==> src/hdl/stun_mapped_address_parser_assert.svh <==
// Assertion macros shared by the STUN mapped address parser modules.
`ifndef STUN_MAPPED_ADDRESS_PARSER_ASSERT_SVH
`define STUN_MAPPED_ADDRESS_PARSER_ASSERT_SVH

// The consequent must hold in the same cycle as the antecedent.
`define SMAP_ASSERT_SAME(label, clk, rst, ante, cons, msg) \
   label: assert property (@(posedge clk) disable iff (rst) (ante) |-> (cons)) \
      else $error(msg);

// The consequent must hold in the cycle after the antecedent.
`define SMAP_ASSERT_NEXT(label, clk, rst, ante, cons, msg) \
   label: assert property (@(posedge clk) disable iff (rst) (ante) |=> (cons)) \
      else $error(msg);

`endif

==> src/hdl/smap_pkg.sv <==
// Types and constants of the STUN mapped address parser.
package smap_pkg;

   localparam int OFS_W = 18;
   localparam int SUM_W = OFS_W + 1;

   localparam logic [15:0] BINDING_SUCCESS = 16'h0101;
   localparam logic [15:0] ATTR_XOR_MAPPED = 16'h0020;
   localparam logic [15:0] ATTR_MAPPED     = 16'h0001;
   localparam logic [7:0]  FAMILY_IPV4     = 8'h01;
   localparam logic [15:0] PORT_MASK       = 16'h2112;
   localparam logic [31:0] ADDR_MASK       = 32'h2112A442;
   localparam logic [OFS_W-1:0] HEADER_BYTES = 18'd20;

   localparam logic [2:0] ST_FOUND      = 3'd0;
   localparam logic [2:0] ST_SHORT      = 3'd1;
   localparam logic [2:0] ST_WRONG_TYPE = 3'd2;
   localparam logic [2:0] ST_TRUNCATED  = 3'd3;
   localparam logic [2:0] ST_NO_ADDRESS = 3'd4;

   typedef struct packed {
      logic [7:0] data_byte;
      logic       last_byte;
   } req_beat_type;

   typedef struct packed {
      logic [2:0]  status;
      logic [31:0] ipv4_address;
      logic [15:0] udp_port;
      logic        was_xor_form;
   } rsp_beat_type;

endpackage

==> src/hdl/smap_core.sv <==
// Per-datagram parser state: header fields, attribute walk and address capture.
`include "stun_mapped_address_parser_assert.svh"

module smap_core #(
   parameter int MAX_PACKET = 1024
) (
   input  logic                  clock,
   input  logic                  reset,
   input  logic                  step,
   input  smap_pkg::req_beat_type beat,
   output smap_pkg::rsp_beat_type result
);
   import smap_pkg::*;

   localparam int CW = $clog2(MAX_PACKET + 1);
   localparam logic [CW-1:0] MAX_COUNT = CW'(MAX_PACKET);

   logic [CW-1:0]    count_ff, count_in;
   logic [15:0]      mtype_ff, mtype_in;
   logic [15:0]      body_ff, body_in;
   logic [OFS_W-1:0] nho_ff, nho_in;
   logic [15:0]      atype_ff, atype_in;
   logic [15:0]      alen_ff, alen_in;
   logic [OFS_W-1:0] astart_ff, astart_in;
   logic             seen_ff, seen_in;
   logic             cand_ff, cand_in;
   logic [OFS_W-1:0] mend_ff, mend_in;
   logic [31:0]      maddr_ff, maddr_in;
   logic [15:0]      mport_ff, mport_in;
   logic             mxor_ff, mxor_in;

   logic [SUM_W-1:0] pos, cand_lo, cand_hi, vdiff;
   logic [SUM_W-1:0] hdr_lo, hdr_hi, hdiff, body_end, total;
   logic [SUM_W-1:0] nho_sum, mend_sum;
   logic [15:0]      len_full;
   logic [16:0]      len_round;
   logic [2:0]       vidx;
   logic [1:0]       hidx;
   logic             take;
   logic [2:0]       status;

   always_comb begin
      count_in  = count_ff;
      mtype_in  = mtype_ff;
      body_in   = body_ff;
      nho_in    = nho_ff;
      atype_in  = atype_ff;
      alen_in   = alen_ff;
      astart_in = astart_ff;
      seen_in   = seen_ff;
      cand_in   = cand_ff;
      mend_in   = mend_ff;
      maddr_in  = maddr_ff;
      mport_in  = mport_ff;
      mxor_in   = mxor_ff;

      take     = count_ff < MAX_COUNT;
      pos      = SUM_W'(count_ff);
      cand_lo  = {1'b0, astart_ff} + SUM_W'(4);
      cand_hi  = {1'b0, astart_ff} + SUM_W'(12);
      vdiff    = pos - cand_lo;
      vidx     = vdiff[2:0];
      hdr_lo   = {1'b0, nho_ff};
      hdr_hi   = hdr_lo + SUM_W'(4);
      hdiff    = pos - hdr_lo;
      hidx     = hdiff[1:0];
      body_end = {1'b0, HEADER_BYTES} + SUM_W'(body_ff);
      len_full = {alen_ff[15:8], beat.data_byte};
      // Attribute values are padded to a multiple of four bytes.
      len_round = ({1'b0, len_full} + 17'd3) & ~17'd3;
      nho_sum  = hdr_hi + SUM_W'(len_round);
      mend_sum = hdr_hi + SUM_W'(len_full);

      if (take) begin
         count_in = count_ff + CW'(1);
         if (count_ff == CW'(0)) begin
            mtype_in = {beat.data_byte, 8'h00};
         end else if (count_ff == CW'(1)) begin
            mtype_in = {mtype_ff[15:8], beat.data_byte};
         end else if (count_ff == CW'(2)) begin
            body_in = {beat.data_byte, 8'h00};
         end else if (count_ff == CW'(3)) begin
            body_in = {body_ff[15:8], beat.data_byte};
         end

         if (cand_ff && pos >= cand_lo && pos < cand_hi) begin
            if (vidx == 3'd1 && beat.data_byte != FAMILY_IPV4) begin
               cand_in = 1'b0;
            end else if (vidx == 3'd2) begin
               mport_in = {beat.data_byte, 8'h00};
            end else if (vidx == 3'd3) begin
               mport_in = {mport_ff[15:8], beat.data_byte};
            end else if (vidx >= 3'd4) begin
               maddr_in = {maddr_ff[23:0], beat.data_byte};
               if (vidx == 3'd7) begin
                  mxor_in = (atype_ff == ATTR_XOR_MAPPED);
                  if (atype_ff == ATTR_XOR_MAPPED) begin
                     mport_in = mport_ff ^ PORT_MASK;
                     maddr_in = {maddr_ff[23:0], beat.data_byte} ^ ADDR_MASK;
                  end
                  seen_in = 1'b1;
                  cand_in = 1'b0;
               end
            end
         end

         // The walk stops once an address is captured, including on this byte.
         if (!seen_in && pos >= {1'b0, HEADER_BYTES} && hdr_hi <= body_end &&
             pos >= hdr_lo && pos < hdr_hi) begin
            case (hidx)
               2'd0: atype_in = {beat.data_byte, 8'h00};
               2'd1: atype_in = {atype_ff[15:8], beat.data_byte};
               2'd2: alen_in  = {beat.data_byte, 8'h00};
               default: begin
                  alen_in   = len_full;
                  astart_in = nho_ff;
                  nho_in    = nho_sum[OFS_W-1:0];
                  mend_in   = mend_sum[OFS_W-1:0];
                  cand_in   = (atype_ff == ATTR_XOR_MAPPED || atype_ff == ATTR_MAPPED) &&
                              len_full >= 16'd8;
               end
            endcase
         end
      end

      total = SUM_W'(count_in);
      if (total < {1'b0, HEADER_BYTES}) begin
         status = ST_SHORT;
      end else if (mtype_in != BINDING_SUCCESS) begin
         status = ST_WRONG_TYPE;
      end else if (SUM_W'(body_in) + {1'b0, HEADER_BYTES} > total) begin
         status = ST_TRUNCATED;
      end else if (seen_in && {1'b0, mend_in} <= total) begin
         status = ST_FOUND;
      end else begin
         status = ST_NO_ADDRESS;
      end

      result.status       = status;
      result.ipv4_address = (status == ST_FOUND) ? maddr_in : 32'd0;
      result.udp_port     = (status == ST_FOUND) ? mport_in : 16'd0;
      result.was_xor_form = (status == ST_FOUND) && mxor_in;
   end

   // The last beat of a datagram returns the parser to its idle values.
   always_ff @(posedge clock) begin
      if (reset || (step && beat.last_byte)) begin
         count_ff  <= '0;
         mtype_ff  <= '0;
         body_ff   <= '0;
         nho_ff    <= HEADER_BYTES;
         atype_ff  <= '0;
         alen_ff   <= '0;
         astart_ff <= '0;
         seen_ff   <= 1'b0;
         cand_ff   <= 1'b0;
         mend_ff   <= '0;
         maddr_ff  <= '0;
         mport_ff  <= '0;
         mxor_ff   <= 1'b0;
      end else if (step) begin
         count_ff  <= count_in;
         mtype_ff  <= mtype_in;
         body_ff   <= body_in;
         nho_ff    <= nho_in;
         atype_ff  <= atype_in;
         alen_ff   <= alen_in;
         astart_ff <= astart_in;
         seen_ff   <= seen_in;
         cand_ff   <= cand_in;
         mend_ff   <= mend_in;
         maddr_ff  <= maddr_in;
         mport_ff  <= mport_in;
         mxor_ff   <= mxor_in;
      end
   end

   `SMAP_ASSERT_NEXT(a_last_clears, clock, reset, step && beat.last_byte, count_ff == '0 && !seen_ff && nho_ff == HEADER_BYTES, "parser state not cleared after last beat")
   `SMAP_ASSERT_SAME(a_seen_no_cand, clock, reset, seen_ff, !cand_ff, "candidate still open after capture")
   `SMAP_ASSERT_SAME(a_count_bound, clock, reset, 1'b1, count_ff <= MAX_COUNT, "byte count above saturation")
   `SMAP_ASSERT_NEXT(a_walk_frozen, clock, reset, seen_ff && step && !beat.last_byte, $stable(nho_ff) && $stable(maddr_ff), "attribute walk moved after capture")

endmodule

==> src/hdl/stun_mapped_address_parser.sv <==
// Top level of the STUN mapped address parser: input register, parser and result register.
//
// One beat on the req_ channel carries one byte of a received STUN datagram,
// with last_byte set on the final byte. Beats may follow one another in every
// cycle; the parser takes one byte per clock except while a final byte waits
// on a held result, the rate being set by the single state update in smap_core,
// which sits between the input register and the result register.
// A datagram produces exactly one beat on the rsp_ channel once its last byte
// has passed the input register and then the result register.
// Other bytes produce no result.
// The result carries the status (found, too short, wrong type, truncated
// body, no address) with the decoded IPv4 address and port when found.
// Bytes beyond MAX_PACKET are dropped, and the byte count saturates there.
// While rsp_stall holds a result, the block keeps taking non-final bytes of
// the next datagram; only a final byte waits, and then req_stall is raised.
// Reset is synchronous and leaves the block empty and ready for a new
// datagram.
`include "stun_mapped_address_parser_assert.svh"

module stun_mapped_address_parser #(
   parameter int MAX_PACKET = 1024
) (
   input  logic                   clock,
   input  logic                   reset,
   input  logic                   req_valid,
   output logic                   req_stall,
   input  smap_pkg::req_beat_type req_data,
   output logic                   rsp_valid,
   input  logic                   rsp_stall,
   output smap_pkg::rsp_beat_type rsp_data
);
   import smap_pkg::*;

   logic         in_valid_ff, in_valid_in;
   req_beat_type in_data_ff;
   logic         rsp_valid_ff, rsp_valid_in;
   rsp_beat_type rsp_data_ff;
   rsp_beat_type core_result;
   logic         out_free, step;

   assign out_free    = !rsp_valid_ff || !rsp_stall;
   assign step        = in_valid_ff && (!in_data_ff.last_byte || out_free);
   assign req_stall   = in_valid_ff && !step;
   assign in_valid_in = req_stall ? in_valid_ff : req_valid;

   always_comb begin
      rsp_valid_in = rsp_valid_ff;
      if (step && in_data_ff.last_byte) begin
         rsp_valid_in = 1'b1;
      end else if (!rsp_stall) begin
         rsp_valid_in = 1'b0;
      end
   end

   smap_core #(
      .MAX_PACKET(MAX_PACKET)
   ) u_core (
      .clock (clock),
      .reset (reset),
      .step  (step),
      .beat  (in_data_ff),
      .result(core_result)
   );

   always_ff @(posedge clock) begin
      if (reset) begin
         in_valid_ff  <= 1'b0;
         rsp_valid_ff <= 1'b0;
      end else begin
         in_valid_ff  <= in_valid_in;
         rsp_valid_ff <= rsp_valid_in;
      end
   end

   always_ff @(posedge clock) begin
      if (!req_stall) begin
         in_data_ff <= req_data;
      end
      if (step && in_data_ff.last_byte) begin
         rsp_data_ff <= core_result;
      end
   end

   assign rsp_valid = rsp_valid_ff;
   assign rsp_data  = rsp_data_ff;

   `SMAP_ASSERT_SAME(a_last_waits, clock, reset, in_valid_ff && in_data_ff.last_byte && rsp_valid_ff && rsp_stall, req_stall && !step, "final byte advanced over a held result")
   `SMAP_ASSERT_NEXT(a_result_follows, clock, reset, step && in_data_ff.last_byte, rsp_valid_ff, "no result after final byte")
   `SMAP_ASSERT_SAME(a_plain_byte_flows, clock, reset, in_valid_ff && !in_data_ff.last_byte, !req_stall, "non-final byte stalled")

endmodule
==> config.mk <==
export PLATFORM = sky130hd
export DESIGN_NAME = stun_mapped_address_parser
export DESIGN_NICKNAME = d
export VERILOG_FILES = /design/src/hdl/smap_pkg.sv /design/src/hdl/smap_core.sv /design/src/hdl/stun_mapped_address_parser.sv
export VERILOG_INCLUDE_DIRS = /design/src /design/src/hdl
export SDC_FILE = /design/constraint.sdc
export NUM_CORES = 1
export LEC_CHECK = 0
export ABC_AREA = 1
export ABC_CLOCK_PERIOD_IN_PS = 5400
export CORE_MARGIN = 2
export CORE_UTILIZATION = 25
export DETAILED_ROUTE_END_ITERATION = 10
export DONT_BUFFER_PORTS = 1
export PLACE_DENSITY = 0.38
export SETUP_SLACK_MARGIN = 0.2
export SLEW_MARGIN = 25
export SYNTH_ARGS = -nofsm -noshare
export SYNTH_HDL_FRONTEND = slang
export SYNTH_SLANG_ARGS = --single-unit
export TNS_END_PERCENT = 20
==> constraint.sdc <==
create_clock -name clock -period 5.4 [get_ports clock]
set_input_delay 1.08 -clock clock [delete_from_list [all_inputs] [get_ports clock]]
set_output_delay 1.08 -clock clock [all_outputs]
set_load 0.05 [all_outputs]
## After elaboration in Yosys (flattened, before gate mapping)

Cells that the tools add are included.

| operators by class | value |
|---|---|
| $add $sub $neg | 11 |
| $lt $le $gt $ge | 12 |
| equal/unequal tests | 14 |
| multiplexer cells | 59 |
| bitwise gates (word level) | 5 |
| reduce and logical (&&, ||, !) cells | 33 |

Operator list:

| operator | number |
|---|---|
| 32-bit two-way mux | 6 |
| 16-bit two-way mux | 10 |
| 16-bit one-hot mux with 2 select lines | 2 |
| 30-bit two-way mux | 2 |
| 14-bit two-way mux | 4 |
| 18-bit two-way mux | 3 |
| 18-bit by 3-bit adder with 19-bit output (second input constant) | 2 |
| 11-bit by 19-bit < comparator with 1-bit output | 2 |
| 1-bit two-way mux | 25 |
| 11-bit by 2-bit == test with 1-bit output (second input constant) | 2 |
| 18-bit by 4-bit adder with 19-bit output (second input constant) | 1 |
| 11-bit by 19-bit >= comparator with 1-bit output | 1 |
| 19-bit by 11-bit > comparator with 1-bit output | 1 |
| 19-bit by 17-bit less-or-equal comparator with 1-bit output | 1 |
| 18-bit by 16-bit adder with 18-bit output | 1 |
| 18-bit by 17-bit adder with 18-bit output | 1 |
| 11-bit by 18-bit >= comparator with 1-bit output | 1 |
| 18-bit by 11-bit less-or-equal comparator with 1-bit output | 1 |
| 16-bit by 2-bit adder with 17-bit output (second input constant) | 1 |
| 16-bit by 5-bit adder with 17-bit output (second input constant) | 1 |
| 5-bit by 16-bit adder with 17-bit output (first input constant) | 1 |
| 16-bit by 1-bit == test with 1-bit output (second input constant) | 1 |
| 16-bit by 6-bit == test with 1-bit output (second input constant) | 1 |
| 16-bit by 4-bit >= comparator with 1-bit output (second input constant) | 1 |
| 34 further kinds | 62 |

| word-level totals | value |
|---|---|
| bits in registers | 235 |
| bits of input ports | 13 |
| output and inout port bits | 54 |
| logic and storage cells | 156 |

## Logic depth before layout (Yosys ltp)

| logic depth | value |
|---|---|
| word-level depth | 25 |
| mapped depth | 39 |
| depth with buffers taken out | 37 |

## Modules after synthesis

A second synthesis with hierarchy kept.

| second synthesis, totals | value |
|---|---|
| cells, all modules | 2,159 |
| area, all modules | 15,459.8 um2 |

Modules (own cells, without submodules):

| module | times used | cells an instance | area each (um2) | sequential area each (um2) |
|---|---|---|---|---|
| smap_core | 1 | 2,080 | 13,511.7 | 3,363.2 |
| stun_mapped_address_parser | 1 | 79 | 1,948.1 | 1,871.8 |

## Worst setup path after synthesis

No wires, ideal clock.

| path | value |
|---|---|
| path kind | reg-to-reg |
| start | register u_core.body_ff[2] |
| end | register rsp_data_ff (netlist bit rsp_data[31]) (data pin) |
| setup time | 0.265 ns |
| arrival | 4.447 ns |
| data required time | 5.135 ns |
| slack | 0.688 ns |
| stages on the path, launching flop included | 35 |
| path buffers | 2 |
| period minus slack after synthesis | 4.712 ns |
| path through | dfxtp_1 > ha_1 > o21ai_0 > or2_2 > nor2_1 > nand2_1 > xor2_1 > ha_1 > nand2_1 > nor2_1 > nand3_1 > nand3_1 > nand2_1 > nand2_1 > nand2_1 > a21oi_2 > nor2_8 > nand3_4 > clkbuf_1 > a21oi_1 > o21ai_0 > nand2_1 > ha_1 > nand4_1 > nor3_1 > o21ai_0 > o2111ai_1 > a21oi_1 > a21oi_1 > a21oi_1 > nand3_1 > nor2_2 > nand4_2 > clkbuf_1 > nor2_1 |

| on the way | value |
|---|---|
| cells in the longest elaborated chain, start to end | 14 |
| elaborated cells on any way between the ends | 21 |
| those cells by class | add/sub (2); order compare (3); mux (11); reduce/logical (5) |

Ends and longest elaborated chain:

| item | RTL line | source |
|---|---|---|
| start: declaration | smap_core.sv:20 | `logic [15:0] body_ff, body_in;` |
| start signal: assignment | smap_core.sv:164 | `body_ff <= body_in;` |
| 5-bit by 16-bit adder with 17-bit output | smap_core.sv:67 | `body_end = {1'b0, HEADER_BYTES} + SUM_W'(body_ff);` |
| 19-bit by 17-bit less-or-equal comparator with 1-bit output | smap_core.sv:108 | `if (!seen_in && pos >= {1'b0, HEADER_BYTES} && hdr_hi <= body_end &&` |
| 1-bit logical AND (2 in a row) | smap_core.sv:108 |  |
| 1-bit logical AND | smap_core.sv:109 | `pos >= hdr_lo && pos < hdr_hi) begin` |
| 18-bit two-way mux | smap_core.sv:108 |  |
| 18-bit two-way mux | smap_core.sv:74 | `if (take) begin` |
| via u_core.mend_in[9] | smap_core.sv:27 | `logic [OFS_W-1:0] mend_ff, mend_in;` |
| 18-bit by 11-bit less-or-equal comparator with 1-bit output | smap_core.sv:133 | `end else if (seen_in && {1'b0, mend_in} <= total) begin` |
| 1-bit logical AND | smap_core.sv:133 |  |
| 3-bit two-way mux | smap_core.sv:133 |  |
| 3-bit two-way mux | smap_core.sv:131 | `end else if (SUM_W'(body_in) + {1'b0, HEADER_BYTES} > total) begin` |
| 3-bit two-way mux | smap_core.sv:129 | `end else if (mtype_in != BINDING_SUCCESS) begin` |
| 3-bit two-way mux | smap_core.sv:127 | `if (total < {1'b0, HEADER_BYTES}) begin` |
| 3-bit logical NOT | smap_core.sv:140 | `result.ipv4_address = (status == ST_FOUND) ? maddr_in : 32'd0;` |
| end signal: assignment | stun_mapped_address_parser.sv:80 | `rsp_data_ff <= core_result;` |
| end: declaration | stun_mapped_address_parser.sv:37 | `rsp_beat_type rsp_data_ff;` |

The timed path passes the listed nets, and every way through them passes these cells.
A chain may end at the register's enable or synchronous reset.

## Worst setup path in the final report

| path | value |
|---|---|
| start | register u_core.body_ff[2] |
| end | register rsp_data_ff (netlist bit rsp_data[2]) (data pin) |

| on the way | value |
|---|---|
| cells in the longest elaborated chain, start to end | 14 |
| elaborated cells on any way between the ends | 21 |
| those cells by class | add/sub (2); order compare (3); mux (11); reduce/logical (5) |

Ends and longest elaborated chain:

| item | RTL line | source |
|---|---|---|
| 5-bit by 16-bit adder with 17-bit output | smap_core.sv:67 |  |
| 19-bit by 17-bit less-or-equal comparator with 1-bit output | smap_core.sv:108 |  |
| 1-bit logical AND (2 in a row) | smap_core.sv:108 |  |
| 1-bit logical AND | smap_core.sv:109 |  |
| 18-bit two-way mux | smap_core.sv:108 |  |
| 18-bit two-way mux | smap_core.sv:74 |  |
| via u_core.mend_in[7] | smap_core.sv:27 |  |
| 18-bit by 11-bit less-or-equal comparator with 1-bit output | smap_core.sv:133 |  |
| 1-bit logical AND | smap_core.sv:133 |  |
| 3-bit two-way mux | smap_core.sv:133 |  |
| 3-bit two-way mux | smap_core.sv:131 |  |
| 3-bit two-way mux | smap_core.sv:129 |  |
| 3-bit two-way mux | smap_core.sv:127 |  |
| 3-bit logical NOT | smap_core.sv:141 | `result.udp_port = (status == ST_FOUND) ? mport_in : 16'd0;` |

The timed path passes the listed nets, and every way through them passes these cells.

==> flow_summary.ini <==
[timing]
fmax_ghz = 0.1994
rsz0062_at_grt = no
worst_slew_pin_slew_ns = 0.9127
hold_slack_ns = 0.4531
hold_violations = 0
fin_ws_ns = 0.3845
drv_slew = 0
setup_viol = 0
slew_headroom_pct = 39.00
period_share_pct = 92.88
period_minus_slack_ns = 5.016
finalClockSkew_ns = 0.02000
setup_tns_ns = 0

[yosys]
ys.flop_type = dfxtp_1
syn_inst = 2137
ys_async_sr_fraction_pct = 0
synth.distinct_cells = 51
syn_nets = 2264
syn_area_um2 = 15220
avgSynthCellArea_um2 = 7.121
yosys_register_bits = 231
synth_edf_count = 61
ys.warnings.count = 0
ys_seq_area_share_pct = 34.40

[cts]
cts-root-buf = clkbuf_16
cts.path.max_buffers = 3
numCtsBuffers = 30
clk_pin_slew_ns = 0.06
h-tree-depth = 1
cts_tree = done
clock_latency_ns = 0.59
cts_hold_buf = 0
cts.sink_count = 231

[critical_path]
cp_max_fo = 14
critical_path.startpoint = u_core.body_ff[2]$_SDFFE_PP0P_
start_kind = flop
cp.required_ns = 5.85
critPathCaptureType = flop
r2r-start = u_core.body_ff[2]$_SDFFE_PP0P_
crit_type = reg2reg
crit_path_frequent_cell = a21oi_1
crit_slowest_cell = dfxtp_4
critPathMaxStageDelay_ns = 0.37
critPathArrivalTime_ns = 5.46

[die]
dieArea_um2 = 62860
die_y_um = 250.7
ios = 67
core_um2 = 60250
die_w_um = 250.7
rows = 90
initial_utilization_pct = 25.26

[min_path]
min_path_type = reg2reg
min_from = u_core.atype_ff[8]$_SDFFE_PP0P_

[pwr]
ir_drop_v = 0.0002139
powerDensity_nw_per_um2 = 253.9
p_leak_nw = 7.843

[placed_design]
gp_congestion = 0.8888
post-place-ws_ns = 0.1580
placed_cell_area_um2 = 16220
port_buffers = 0
dp_hpwl_um = 35960

[route]
drt-pass1-iter-count = 5
postRouteAntennaNets = 0
wl_um = 49490
wl_per_cell_um = 16.71
vias = 13500
drc = 0
vias_per_cell = 4.560
drt_iter0_drc = 743

[layout]
regArea_um2 = 5250
nets = 2281
drive_gt1_share_pct = 10.10
syn_to_final_growth_pct = 16.01
utilization_pct = 29.30
multiInputGateArea_um2 = 8401
final_area_um2 = 17650
fill_cells = 6498

[grt]
grt_max_degree = 77
grt_pass1_wl_um = 74480
grt_pass1_vias = 12680
antenna_found_initial = 1
grt-ovfl-total = 0
track_usage_pct = 15.22

[flow_run]
maxCapViolCount = 0

[status]
status = finished, final reports clean
==> stage by stage <==
| stage | std cells | power [mW] |
|---|---|---|
| finish | 2961 | 4.482 |
| global placement | 2887 | 2.519 |
| detailed placement | 2887 | 2.521 |
| global route | 2960 | 4.712 |
| floorplan | 2137 | 2.337 |
| CTS | 2946 | 4.556 |
==> per-layer routing <==
| metal | part of all wire [%] | routed length [um] | global-route usage, % |
|---|---|---|---|
| met5 | 0 | 0 | 0 |
| met3 | 4.4 | 2177 | 2.213 |
| met1 | 48 | 23630 | 21.03 |
| met4 | 2.2 | 1077 | 3.593 |
| met2 | 46 | 22600 | 24.93 |
==> state kept, by name, indices dropped and copies added (netlist names), 8 cells and up <==
signal,count
u_core.mtype_ff,16
u_core.astart_ff,16
u_core.mport_ff,16
u_core.body_ff,16
in_data_ff,9
rsp_data,52
u_core.atype_ff,16
u_core.count_ff,11
u_core.alen_ff,8
u_core.maddr_ff,32
u_core.nho_ff,16
u_core.mend_ff,18
==> repair_timing <==
item | CTS | global route
gates cloned | 0 | 7
buffers inserted | 3 | 7
endpoints found under the setup margin | 40 | 50
pin swaps | 1 | 20
resized for setup | 1 | 60
==> layout make-up <==
class,count,area share [%]
diodes,1,0.01418
clock buffers,36,4.380
clock inverters,20,1.141
inverters,388,8.271
multi-input cells,1446,47.59
flip-flops and latches,231,29.74
well taps,782,5.543
repair buffers,57,3.324
==> cells by family after synthesis <==
| kind of cell | share of synthesized area [%] |
|---|---|
| AO/OA/AOI/OAI | 17.89 |
| XOR/XNOR | 4.604 |
| adder cells (fa/ha/maj) | 9.472 |
| buffers and inverters | 11.74 |
| flip-flops | 34.40 |
| AND/OR/NAND/NOR | 21.89 |
==> final timing paths <==
check / end / slack (ns) / depth (start not counted)
worst min-delay path: u_core.atype_ff[8]$_SDFFE_PP0P_ / 0.45 / 2
worst max register to register: rsp_data[2]$_SDFFCE_PP0P_ / 0.38 / 31
worst max-delay path: rsp_data[2]$_SDFFCE_PP0P_ / 0.38 / 31
worst min register to register: u_core.atype_ff[8]$_SDFFE_PP0P_ / 0.45 / 2
==> placed cells by master (no fill, tap or decap), drive strengths merged, types with 3 or more instances in the layout <==
cell type	n
a211oi	18
a21boi	3
a21o	3
a21oi	195
a31oi	5
buf	53
bufinv	3
clkbuf	40
clkinv	19
dfxtp	170
edfxtp	61
ha	112
inv	386
nand2	402
nand3	77
nand4	30
nor2	217
nor3	13
nor4	6
o211ai	42
o21a	4
o21ai	219
o21bai	4
o22ai	3
xnor2	17
xor2	63
==> critical path: cells and delay by family, from the launching register on <==
kind	cells	cell delay (ns)
AOI/OAI and AO/OA	11	1.49
xor gates and xnor gates	1	0.16
adders and majority gates	3	0.74
buffers and inverters	3	0.52
DFF	1	0.37
and+or+nand+nor	13	1.60
==> power breakdown <==
group / internal (mW) / switching, mW / total, mW
registers: 1.84 / 0.0833 / 1.92
logic: 0.179 / 0.386 / 0.565
clock network: 1.17 / 0.827 / 1.99
total: 3.19 / 1.30 / 4.48
==> synth_stat cells (3+ instances only) <==
cell type	instances	area (um2)
o211ai_1	41	307.8
o21bai_1	4	30.03
a21boi_0	3	22.52
inv_1	370	1389
a21oi_1	193	965.9
nor3_2	4	40.04
nor4_1	6	37.54
nand2_2	12	75.07
dfxtp_1	170	3403
edfxtp_1	61	1832
nor2_4	16	180.2
buf_2	9	45.04
inv_2	15	56.30
xnor2_1	17	148.9
nor2_2	16	100.1
nor2_1	184	690.7
nor3_1	9	45.04
clkbuf_1	52	195.2
o21ai_1	19	95.09
buf_1	5	18.77
a21o_1	3	22.52
buf_6	3	33.78
xor2_1	63	551.8
nand4_1	29	181.4
nand3_2	4	40.04
a211oi_1	18	135.1
nand2_1	389	1460
o21a_1	4	30.03
o22ai_1	3	18.77
o21ai_0	200	1001
nand3_1	71	355.3
ha_1	112	1401
a31oi_1	5	31.28
(Power assumes the default switching activity.)
